### src/hdl/gmaf_pkg.sv
// Shared constants and types of the gated moving average filter.
package gmaf_pkg;

	localparam int SAMPLE_W   = 10;
	localparam int AVG_W      = 10;
	localparam int THR_W      = 11;
	localparam int WINDOW_LEN = 25;
	localparam int SAMPLE_MAX = (2 ** SAMPLE_W) - 1;
	localparam int SLOT_W     = $clog2(WINDOW_LEN + 1);
	localparam int IDX_W      = $clog2(WINDOW_LEN);
	localparam int SUM_W      = $clog2(WINDOW_LEN * SAMPLE_MAX + 1);
	localparam int CNT_W      = $clog2(SUM_W + 1);
	localparam int TDATA_W    = 16;
	localparam int TUSER_W    = 2;

	localparam logic [THR_W-1:0] THR_RESET = THR_W'(200);

	typedef struct packed {
		logic in_ready;
		logic load;
		logic div_start;
		logic out_load;
	} cmd_t;

	typedef struct packed {
		logic acc;
		logic div_done;
		logic out_valid;
		logic out_free;
	} status_t;

endpackage

### src/hdl/gated_moving_average_filter_unit.sv
// Top level of the gated moving average filter.
// Each input item carries one converter sample; samples strictly below the threshold
// register (reset 200; the user must write it through cfg_wr_en/cfg_wr_data only while
// idle, which the block does not enforce) enter a 25-slot circular window, and every
// item returns one result with the held average, the accepted flag and the window-full
// flag. An accepted sample passes from acceptance to the result register through
// divider start, the 15 steps of the bit-serial divider, average capture and output
// load; a rejected sample skips the divider and goes to output load. The divider
// retires one quotient bit per cycle over the width of the running sum. The next item
// is taken the cycle after the result enters the output register, even if it has not
// yet been taken downstream, so no new item is taken while the last is in flight; a
// result that finds the output register still occupied waits until it is taken.
module gated_moving_average_filter_unit (
	input  logic                           clk,
	input  logic                           arst_n,
	input  logic                           cfg_wr_en,
	input  logic [gmaf_pkg::THR_W-1:0]     cfg_wr_data,
	input  logic                           s_axis_tvalid,
	output logic                           s_axis_tready,
	input  logic [gmaf_pkg::TDATA_W-1:0]   s_axis_tdata,  // [9:0] sample
	output logic                           m_axis_tvalid,
	input  logic                           m_axis_tready,
	output logic [gmaf_pkg::TDATA_W-1:0]   m_axis_tdata,  // [9:0] average
	output logic [gmaf_pkg::TUSER_W-1:0]   m_axis_tuser   // [0] accepted, [1] window_full
);

	gmaf_pkg::cmd_t                cmd;
	gmaf_pkg::status_t             st;
	logic [gmaf_pkg::AVG_W-1:0]    average;
	logic                          accepted;
	logic                          window_full;

	gmaf_ctrl u_ctrl (
		.clk      (clk),
		.arst_n   (arst_n),
		.in_valid (s_axis_tvalid),
		.st       (st),
		.cmd      (cmd)
	);

	gmaf_dp u_dp (
		.clk             (clk),
		.arst_n          (arst_n),
		.cfg_wr_en       (cfg_wr_en),
		.cfg_wr_data     (cfg_wr_data),
		.sample          (s_axis_tdata[gmaf_pkg::SAMPLE_W-1:0]),
		.out_ready       (m_axis_tready),
		.cmd             (cmd),
		.st              (st),
		.out_average     (average),
		.out_accepted    (accepted),
		.out_window_full (window_full)
	);

	assign s_axis_tready = cmd.in_ready;
	assign m_axis_tvalid = st.out_valid;
	assign m_axis_tdata  = {{(gmaf_pkg::TDATA_W - gmaf_pkg::AVG_W){1'b0}}, average};
	assign m_axis_tuser  = {window_full, accepted};

endmodule

### src/hdl/gmaf_div.sv
// Bit-serial restoring divider for the window average.
module gmaf_div (
	input  logic                          clk,
	input  logic                          arst_n,
	input  logic                          start,
	input  logic [gmaf_pkg::SUM_W-1:0]    dividend,
	input  logic [gmaf_pkg::SLOT_W-1:0]   divisor,
	output logic                          done,
	output logic [gmaf_pkg::SUM_W-1:0]    quotient
);

	logic                          busy_q;
	logic                          done_q;
	logic [gmaf_pkg::CNT_W-1:0]    cnt_q;
	logic [gmaf_pkg::SLOT_W-1:0]   rem_q;
	logic [gmaf_pkg::SUM_W-1:0]    quo_q;
	logic [gmaf_pkg::SLOT_W:0]     trial;
	logic [gmaf_pkg::SLOT_W:0]     diff;
	logic                          qbit;

	always_comb begin
		trial = {rem_q, quo_q[gmaf_pkg::SUM_W-1]};
		diff  = trial - {1'b0, divisor};
		qbit  = (trial >= {1'b0, divisor});
	end

	always_ff @(posedge clk or negedge arst_n) begin
		if (!arst_n) begin
			busy_q <= 1'b0;
			done_q <= 1'b0;
			cnt_q  <= '0;
		end else begin
			done_q <= 1'b0;
			if (start) begin
				busy_q <= 1'b1;
				cnt_q  <= gmaf_pkg::CNT_W'(gmaf_pkg::SUM_W);
			end else if (busy_q) begin
				cnt_q <= cnt_q - 1'b1;
				if (cnt_q == gmaf_pkg::CNT_W'(1)) begin
					busy_q <= 1'b0;
					done_q <= 1'b1;
				end
			end
		end
	end

	always_ff @(posedge clk) begin
		if (start) begin
			quo_q <= dividend;
			rem_q <= '0;
		end else if (busy_q) begin
			quo_q <= {quo_q[gmaf_pkg::SUM_W-2:0], qbit};
			rem_q <= qbit ? diff[gmaf_pkg::SLOT_W-1:0] : trial[gmaf_pkg::SLOT_W-1:0];
		end
	end

	assign done     = done_q;
	assign quotient = quo_q;

endmodule

### src/hdl/gmaf_dp.sv
// Datapath: threshold gate, window store, running sum, divider and output register.
module gmaf_dp (
	input  logic                          clk,
	input  logic                          arst_n,
	input  logic                          cfg_wr_en,
	input  logic [gmaf_pkg::THR_W-1:0]    cfg_wr_data,
	input  logic [gmaf_pkg::SAMPLE_W-1:0] sample,
	input  logic                          out_ready,
	input  gmaf_pkg::cmd_t                cmd,
	output gmaf_pkg::status_t             st,
	output logic [gmaf_pkg::AVG_W-1:0]    out_average,
	output logic                          out_accepted,
	output logic                          out_window_full
);

	logic [gmaf_pkg::THR_W-1:0]    thr_q;
	logic [gmaf_pkg::SAMPLE_W-1:0] store_q [gmaf_pkg::WINDOW_LEN];
	logic [gmaf_pkg::SUM_W-1:0]    sum_q;
	logic [gmaf_pkg::SLOT_W-1:0]   slot_q;
	logic                          wrapped_q;
	logic                          acc_q;
	logic [gmaf_pkg::SLOT_W-1:0]   divisor_q;
	logic [gmaf_pkg::AVG_W-1:0]    held_avg_q;
	logic                          out_valid_q;
	logic [gmaf_pkg::AVG_W-1:0]    out_avg_q;
	logic                          out_acc_q;
	logic                          out_full_q;

	logic                          at_end;
	logic [gmaf_pkg::SLOT_W-1:0]   slot_eff;
	logic [gmaf_pkg::IDX_W-1:0]    idx;
	logic                          wrapped_eff;
	logic                          gate;
	logic [gmaf_pkg::SAMPLE_W-1:0] old_val;
	logic [gmaf_pkg::SUM_W-1:0]    new_sum;
	logic                          div_done;
	logic [gmaf_pkg::SUM_W-1:0]    quotient;

	always_comb begin
		at_end      = (slot_q == gmaf_pkg::SLOT_W'(gmaf_pkg::WINDOW_LEN));
		slot_eff    = at_end ? '0 : slot_q;
		idx         = slot_eff[gmaf_pkg::IDX_W-1:0];
		wrapped_eff = wrapped_q | at_end;
		gate        = (gmaf_pkg::THR_W'(sample) < thr_q);
		old_val     = store_q[idx];
		new_sum     = sum_q - gmaf_pkg::SUM_W'(old_val) + gmaf_pkg::SUM_W'(sample);
	end

	gmaf_div u_div (
		.clk      (clk),
		.arst_n   (arst_n),
		.start    (cmd.div_start),
		.dividend (sum_q),
		.divisor  (divisor_q),
		.done     (div_done),
		.quotient (quotient)
	);

	always_ff @(posedge clk or negedge arst_n) begin
		if (!arst_n) begin
			thr_q       <= gmaf_pkg::THR_RESET;
			sum_q       <= '0;
			slot_q      <= '0;
			wrapped_q   <= 1'b0;
			acc_q       <= 1'b0;
			held_avg_q  <= '0;
			out_valid_q <= 1'b0;
			for (int i = 0; i < gmaf_pkg::WINDOW_LEN; i++) begin
				store_q[i] <= '0;
			end
		end else begin
			if (cfg_wr_en) begin
				thr_q <= cfg_wr_data;
			end
			if (cmd.load) begin
				slot_q    <= slot_eff + gmaf_pkg::SLOT_W'(1);
				wrapped_q <= wrapped_eff;
				acc_q     <= gate;
				if (gate) begin
					store_q[idx] <= sample;
					sum_q        <= new_sum;
				end
			end
			if (div_done) begin
				held_avg_q <= quotient[gmaf_pkg::AVG_W-1:0];
			end
			if (cmd.out_load) begin
				out_valid_q <= 1'b1;
			end else if (out_ready) begin
				out_valid_q <= 1'b0;
			end
		end
	end

	always_ff @(posedge clk) begin
		if (cmd.load) begin
			divisor_q <= wrapped_eff ? gmaf_pkg::SLOT_W'(gmaf_pkg::WINDOW_LEN)
			                         : slot_eff + gmaf_pkg::SLOT_W'(1);
		end
		if (cmd.out_load) begin
			out_avg_q  <= held_avg_q;
			out_acc_q  <= acc_q;
			out_full_q <= wrapped_q;
		end
	end

	assign st.acc       = acc_q;
	assign st.div_done  = div_done;
	assign st.out_valid = out_valid_q;
	assign st.out_free  = !out_valid_q || out_ready;

	assign out_average     = out_avg_q;
	assign out_accepted    = out_acc_q;
	assign out_window_full = out_full_q;

`ifndef SYNTH
	a_slot_bound: assert property (@(posedge clk) disable iff (!arst_n)
		slot_q <= gmaf_pkg::SLOT_W'(gmaf_pkg::WINDOW_LEN))
		else $error("slot position beyond window length");

	a_sum_bound: assert property (@(posedge clk) disable iff (!arst_n)
		!wrapped_q |-> (32'(sum_q) <= 32'(slot_q) * 32'(gmaf_pkg::SAMPLE_MAX)))
		else $error("running sum exceeds filled slots before wrap");

	a_held_stable: assert property (@(posedge clk) disable iff (!arst_n)
		!div_done |=> $stable(held_avg_q))
		else $error("held average changed without a finished division");
`endif

endmodule

### src/hdl/gmaf_ctrl.sv
// Controller state machine sequencing load, divide and output.
module gmaf_ctrl (
	input  logic              clk,
	input  logic              arst_n,
	input  logic              in_valid,
	input  gmaf_pkg::status_t st,
	output gmaf_pkg::cmd_t    cmd
);

	typedef enum logic [3:0] {
		S_IDLE   = 4'b0001,
		S_START  = 4'b0010,
		S_DIVIDE = 4'b0100,
		S_EMIT   = 4'b1000
	} state_t;

	state_t state_q;
	state_t state_nxt;

	always_comb begin
		state_nxt     = state_q;
		cmd.in_ready  = 1'b0;
		cmd.load      = 1'b0;
		cmd.div_start = 1'b0;
		cmd.out_load  = 1'b0;
		case (state_q)
			S_IDLE: begin
				cmd.in_ready = 1'b1;
				if (in_valid) begin
					cmd.load  = 1'b1;
					state_nxt = S_START;
				end
			end
			S_START: begin
				if (st.acc) begin
					cmd.div_start = 1'b1;
					state_nxt     = S_DIVIDE;
				end else begin
					state_nxt = S_EMIT;
				end
			end
			S_DIVIDE: begin
				if (st.div_done) begin
					state_nxt = S_EMIT;
				end
			end
			S_EMIT: begin
				if (st.out_free) begin
					cmd.out_load = 1'b1;
					state_nxt    = S_IDLE;
				end
			end
			default: begin
				state_nxt = S_IDLE;
			end
		endcase
	end

	always_ff @(posedge clk or negedge arst_n) begin
		if (!arst_n) begin
			state_q <= S_IDLE;
		end else begin
			state_q <= state_nxt;
		end
	end

`ifndef SYNTH
	a_start_on_accept: assert property (@(posedge clk) disable iff (!arst_n)
		cmd.div_start |-> st.acc)
		else $error("divider started for a rejected sample");

	a_done_in_divide: assert property (@(posedge clk) disable iff (!arst_n)
		st.div_done |-> state_q == S_DIVIDE)
		else $error("divider finished outside the divide state");

	a_out_set: assert property (@(posedge clk) disable iff (!arst_n)
		cmd.out_load |=> st.out_valid)
		else $error("output register not valid after load");
`endif

endmodule

### config.mk
export PLATFORM = sky130hd
export DESIGN_NAME = gated_moving_average_filter_unit
export DESIGN_NICKNAME = d
export VERILOG_FILES = /design/src/hdl/gmaf_pkg.sv /design/src/hdl/gated_moving_average_filter_unit.sv /design/src/hdl/gmaf_div.sv /design/src/hdl/gmaf_dp.sv /design/src/hdl/gmaf_ctrl.sv
export SDC_FILE = /design/constraint.sdc
export NUM_CORES = 1
export LEC_CHECK = 0
export ABC_AREA = 1
export BUFFER_PORTS_ARGS = -buffer_cell sky130_fd_sc_hd__buf_2
export CORE_MARGIN = 1.5
export CORE_UTILIZATION = 63
export DETAILED_ROUTE_END_ITERATION = 8
export PLACE_DENSITY = 0.82
export SETUP_SLACK_MARGIN = 0.1
export SYNTH_ARGS = -nofsm -noshare
export SYNTH_HDL_FRONTEND = slang
export SYNTH_SLANG_ARGS = --single-unit
### constraint.sdc
create_clock -name clk -period 4.5 [get_ports clk]
set_clock_uncertainty 0.2 [all_clocks]
set_input_delay 0.675 -clock clk [delete_from_list [all_inputs] [get_ports clk]]
set_output_delay 0.675 -clock clk [all_outputs]
set_load 0.005 [all_outputs]
# Word-level counts from Yosys, hierarchy flattened
# Cells that the tools add are included.
# classes
add_sub_neg	5
n_mux	31
magnitude_cmp	4
reduce_logical	7
n_bitwise	2
eq_ne	9
# ops
operator	n
$bwmux 250	1
$bmux 10 s5	1
$demux 10 s5	1
$mux 10	3
$mux 15	2
$mux 4	6
$pmux 4 s4	1
$add 15x10->15	1
$sub 15x10->15	1
$mux 1	13
$lt 10x11->1	1
$mux 5	2
$eq 4x1->1 const B	2
$ge 6x5->1	1
$ge 6x6->1 const B	1
$lt 6x1->1 const B	1
$not 5->6	1
$add 5x1->5 const B	1
$eq 5x5->1 const B	1
$sub 5x5->5	1
$eq 4x2->1 const B	1
$eq 4x3->1 const B	1
$eq 4x4->1 const B	1
$ne 2x2->1 const B	2
other kinds (10)	11
# word_totals
ff_bits	341
out_inout_bits	20

# Longest topological paths before layout
# logic_depth
depth_word	8
depth_mapped	28

# Modules after synthesis
# Synthesis repeated with hierarchy kept, for this count alone.
# unflattened
cells_unflattened	2110
area_unflattened_um2	16976.3
# by_module_without_submodules
module	area_per_inst_um2	instances	seq_area_each_um2	cells_per_inst
gmaf_dp	15248.4	1	7871.3	1898
gmaf_div	1402.6	1	700.7	163
gmaf_ctrl	261.5	1	101.3	40
gated_moving_average_filter_unit	63.8	1	0.0	9

# Least setup slack after synthesis
# Ideal clock, no wire load.
# synth_timing
path_type	register to register
from	reg u_dp.slot_q[1] in the netlist's numbering
to	reg u_dp.sum_q[14] in the netlist's numbering
required_ns	4.174
path_stages_with_launch	25
path_buffers	3
path_slack_ns	0.638
t_arrival_ns	3.536
cell_sequence	dfrtp_1 buf_4 nor2_4 nand3_2 nand2_4 buf_2 buf_2 nand2_1 nand3_1 nand3_1 nand2_1 nand2_1 a21oi_1 nand2_1 fa_1 inv_1 fa_1 o21ai_0 nand2_1 nand2_1 nand3_1 nand3_1 nand2_1 nand2_1 o21ai_0
# synth_via
elab_chain_len	8
# synth_lines
element	line	rtl
start: declaration	gmaf_dp.sv:19	logic [gmaf_pkg::SLOT_W-1:0] slot_q;
start signal: assignment	gmaf_dp.sv:76	slot_q <= slot_eff + gmaf_pkg::SLOT_W'(1);
$eq 5x5->1	gmaf_dp.sv:40	at_end = (slot_q == gmaf_pkg::SLOT_W'(gmaf_pkg::WINDOW_LEN));
$mux 5 *	gmaf_dp.sv:41	slot_eff = at_end ? '0 : slot_q;
$not 5->6 (not written as such) *	gmaf_dp.sv:45	old_val = store_q[idx];
$bmux 10 s5 *	gmaf_dp.sv:45	
$mux 10 (not written as such) * (2 in a row)	gmaf_dp.sv:45	
$sub 15x10->15 *	gmaf_dp.sv:46	new_sum = sum_q - gmaf_pkg::SUM_W'(old_val) + gmaf_pkg::SUM_W'(sample);
$add 15x10->15 *	gmaf_dp.sv:46	
end signal: assignment	gmaf_dp.sv:81	sum_q <= new_sum;
end: declaration	gmaf_dp.sv:18	logic [gmaf_pkg::SUM_W-1:0] sum_q;
# Every way passes the cells marked *; elsewhere a longest branch is shown, timed or not. The select of a mux whose other input is x is not followed.
# A chain may end at the register's enable or synchronous reset.

# Worst setup path after layout
# layout_timing
from	reg u_dp.slot_q[0] in the netlist's numbering
to	reg u_dp.sum_q[13] in the netlist's numbering
# The elaborated chain is that of the path after synthesis.

==> impl_metrics.json <==
{
  "critPathTopFamily": "simple AND/OR/NAND/NOR gates",
  "hp-class": "in -> async",
  "status": "complete, but fails checks",
  "ioPinCount": 52,
  "r2r-start": "u_dp.slot_q[0]$_DFFE_PN0P_",
  "finalSetupTns_ns": 0,
  "synth_seq_cells": 341,
  "critical-path-slowest-cell": "dfrtp_2",
  "p_sw_mw": 6.59,
  "failed_checks": "negative hold slack",
  "synth_common_cells": "nand2_1 (747), nand3_1 (342), dfrtp_1 (300)",
  "fmax_ghz": 0.240,
  "io_buffer_count": 39,
  "die_h_um": 171,
  "layout_min_cycle_time_ns": 4.17,
  "min_period_over_period": 0.928,
  "critPathLaunch": "u_dp.slot_q[0]$_DFFE_PN0P_",
  "tightest_slew_ns": 0.960,
  "synth_top_area_share": 0.425,
  "insertion_delay_ns": 0.53,
  "final_nets": 2267,
  "critPathLaunchType": "flip-flop",
  "crit_top_cell": "nand2_1",
  "intPower_mw": 8.64,
  "vias_per_cell": 5.87,
  "syn_to_final_growth_pct": 9.47,
  "dieArea_um2": 29100,
  "final_util": 0.699,
  "rows": 61,
  "worst-path-buf-inv": 3,
  "ys.flop_type": "dfrtp_1",
  "via_count": 15200,
  "async_flop_share": 0.891,
  "drive_above_1_share": 0.108,
  "first_pass_iters": 6,
  "pwr_density_cell_nw_per_um2": 787,
  "drt_iter0_markers": 1778,
  "worstPathArrival_ns": 4.40,
  "antenna_left": 0,
  "synth_edf_count": 32,
  "drv_cap": 0,
  "cp.required_ns": 4.72,
  "power_frac_seq": 0.325,
  "routed_wl_um": 46800,
  "grt_pass1_wl_um": 74900,
  "hold_viol_final": 5,
  "die_w_um": 171,
  "critPathKind": "reg -> reg",
  "synth_cell_types": 49,
  "grt_util_met3": 0.0567,
  "path_clk_slew_ns": 0.06,
  "grt_overflow": 0,
  "initial_utilization": 0.638,
  "numCtsBuffers": 37,
  "drv_slew": 0,
  "drc": 0,
  "hpwl_um": 28600,
  "busiest_layer": "met2",
  "slew_headroom": 0.357,
  "globalplace.congestion": 0.917,
  "fill_cells": 2186,
  "clock-sinks": 341,
  "p_leak_nw": 9.87,
  "cts_buffer_depth": 3,
  "synth.most_common_cell": "nand2_1",
  "combPwrFrac": 0.477,
  "grt_usage": 0.329,
  "met1_usage": 0.437,
  "crit_path_max_incr_delay_ns": 0.45,
  "htreeDepth": 2,
  "cts-root-buf": "clkbuf_16",
  "ir_drop_uv": 472,
  "cts_tree": "built",
  "path_cells": "nand2_1 > inv_2 > nand3_2 > nand2_8 > nor2_4 > inv_2 > buf_4 > or2_2 > o211ai_1 > a21oi_1 > nand2_1 > fa_1 > ha_1 > a21oi_1 > nor2_1 > o21ai_0 > and3_1 > nand3_1 > nand3_1 > nand2_1",
  "synth_area_leaders": "dfrtp_1 (42%), nand2_1 (16%), nand3_1 (9.7%), edfxtp_1 (5.4%), inv_1 (3.1%)",
  "switching_share": 0.432,
  "synth_top_area_cell": "dfrtp_1",
  "wl_per_cell_um": 18.0,
  "grt_max_degree": 127,
  "syn_area_um2": 17700,
  "whs_ns": -0.00200,
  "rsz0062_at_grt": "true",
  "yosysWarnings": 0,
  "p_clk_frac": 0.198,
  "synth_cells": 2214,
  "fp.coreArea_um2": 27700,
  "use_met2": 0.536,
  "grt_pass1_vias": 14500,
  "finalSetupViolations": 0,
  "cp-end-kind": "flip-flop",
  "syn_avg_cell_area_um2": 7.98,
  "antenna_found_initial": 0,
  "num_antenna_cells": 0,
  "ys_seq_area_frac": 0.491,
  "cp_max_fo": 15
}
## placed cells by master, fill, tap and decap left out, drive strengths merged, types with 6 or more instances in the layout
| cell type | instances |
|---|---|
| nand2 | 764 |
| o211ai | 11 |
| buf | 75 |
| nand3b | 23 |
| nor2 | 126 |
| mux2 | 10 |
| dfrtp | 300 |
| nand4 | 13 |
| fa | 11 |
| ha | 31 |
| xor2 | 8 |
| clkbuf | 62 |
| o21ai | 96 |
| nand3 | 345 |
| a21oi | 109 |
| edfxtp | 32 |
| inv | 156 |
| conb | 6 |
## per-layer routing
metal	vias up	share of wire
met1	7297	0.40
met2	696	0.47
met5	-	0
met4	0	0.045
li1	7091	-
met3	160	0.084
## registers in the layout, summed over array words and instances, names as in the netlist
name and cells:
u_dp.u_div.quotient 15, u_dp.u_div.done 1, u_dp.slot_q 5, u_dp.thr_q 11, u_dp.out_valid_q 1, u_dp.held_avg_q 10, u_dp.sum_q 15, u_dp.out_window_full 1
u_ctrl.state_q 4, u_dp.u_div.cnt_q 4, u_dp.wrapped_q 1, u_dp.out_accepted 1, u_dp.out_average 10, u_dp.u_div.rem_q 5, u_dp.acc_q 1, u_dp.divisor_q 5
u_dp.store_q 250, u_dp.u_div.busy_q 1
## what timing repair did
| action | 4_1_cts | 5_1_grt |
|---|---|---|
| setup buffers | 0 | 0 |
| endpoints found under the setup margin | 0 | 11 |
| hold buffers | 0 | 0 |
| resized for setup | 0 | 15 |
## per-stage QoR
step                      total power [mW]  worst slack, ns  std cells  hold slack, ns  instance area (um^2)
final                                 15.2            0.325       2597        -0.00200                 19400
after global routing                  16.3           0.0955       2597          0.0766                 19400
after CTS                             15.0            0.161       2594          0.0385                 19200
after detailed placement              11.9            0.157       2529           0.235                 18000
after global placement                11.6            0.233       2529           0.231                 18000
after floorplan                       9.97            0.638       2219           0.179                 17700
## worst register-to-register path, delay by kind of cell (launching register included)
kind                     cells  cell delay [ns]
AO/OA/AOI/OAI                4             0.63
adder cells (fa/ha/maj)      2             0.80
buffers and inverters        3             0.33
flip-flops                   1             0.45
AND/OR/NAND/NOR             11             1.66
## logic make-up (layout without fill, tap and decap cells)
kind of cell,after synthesis,in the layout,synth area share
compound gates,227,227,0.0735
xor+xnor,13,13,0.00644
fa+ha+maj,42,42,0.0344
buf+inv,301,300,0.0732
flops,341,341,0.491
mux,10,10,0.00637
other cells,1,6,0.000212
simple gates,1279,1280,0.315
## final timing paths
path / depth (start not counted) / slack [ns] / endpoint
setup / recovery: 20 / 0.33 / u_dp.sum_q[13]$_DFFE_PN0P_
hold / removal: 1 / -0.002 / u_dp.store_q[18]$_DFFE_PN0P_
setup reg to reg: 20 / 0.33 / u_dp.sum_q[13]$_DFFE_PN0P_
hold reg to reg: 0 / 0.25 / u_dp.out_average[7]$_DFFE_PP_
max in group asynchronous: 2 / 2.92 / u_dp.store_q[208]$_DFFE_PN0P_
min in group clk: 3 / 0.15 / u_dp.thr_q[5]$_DFFE_PN0P_
## power groups by stage
stage	logic, mW	registers [mW]	clock network [mW]
2_1_floorplan	5.21	4.76	0
4_1_cts	7.00	4.92	3.04
3_5_place_dp	6.92	4.95	0
6_report	7.27	4.94	3.02
3_3_place_gp	6.73	4.90	0
5_1_grt	8.08	5.06	3.15
## cell type report
type | count | area, um^2 | share of cell area
clock inverter | 5 | 56.3 | 0.00291
inverter | 158 | 599 | 0.0310
timing repair buffer | 77 | 644 | 0.0333
tap | 378 | 473 | 0.0244
multi-input combinational | 1578 | 7760 | 0.401
sequential | 341 | 8680 | 0.448
clock buffer | 60 | 1150 | 0.0592
(Power assumes the default switching activity.)
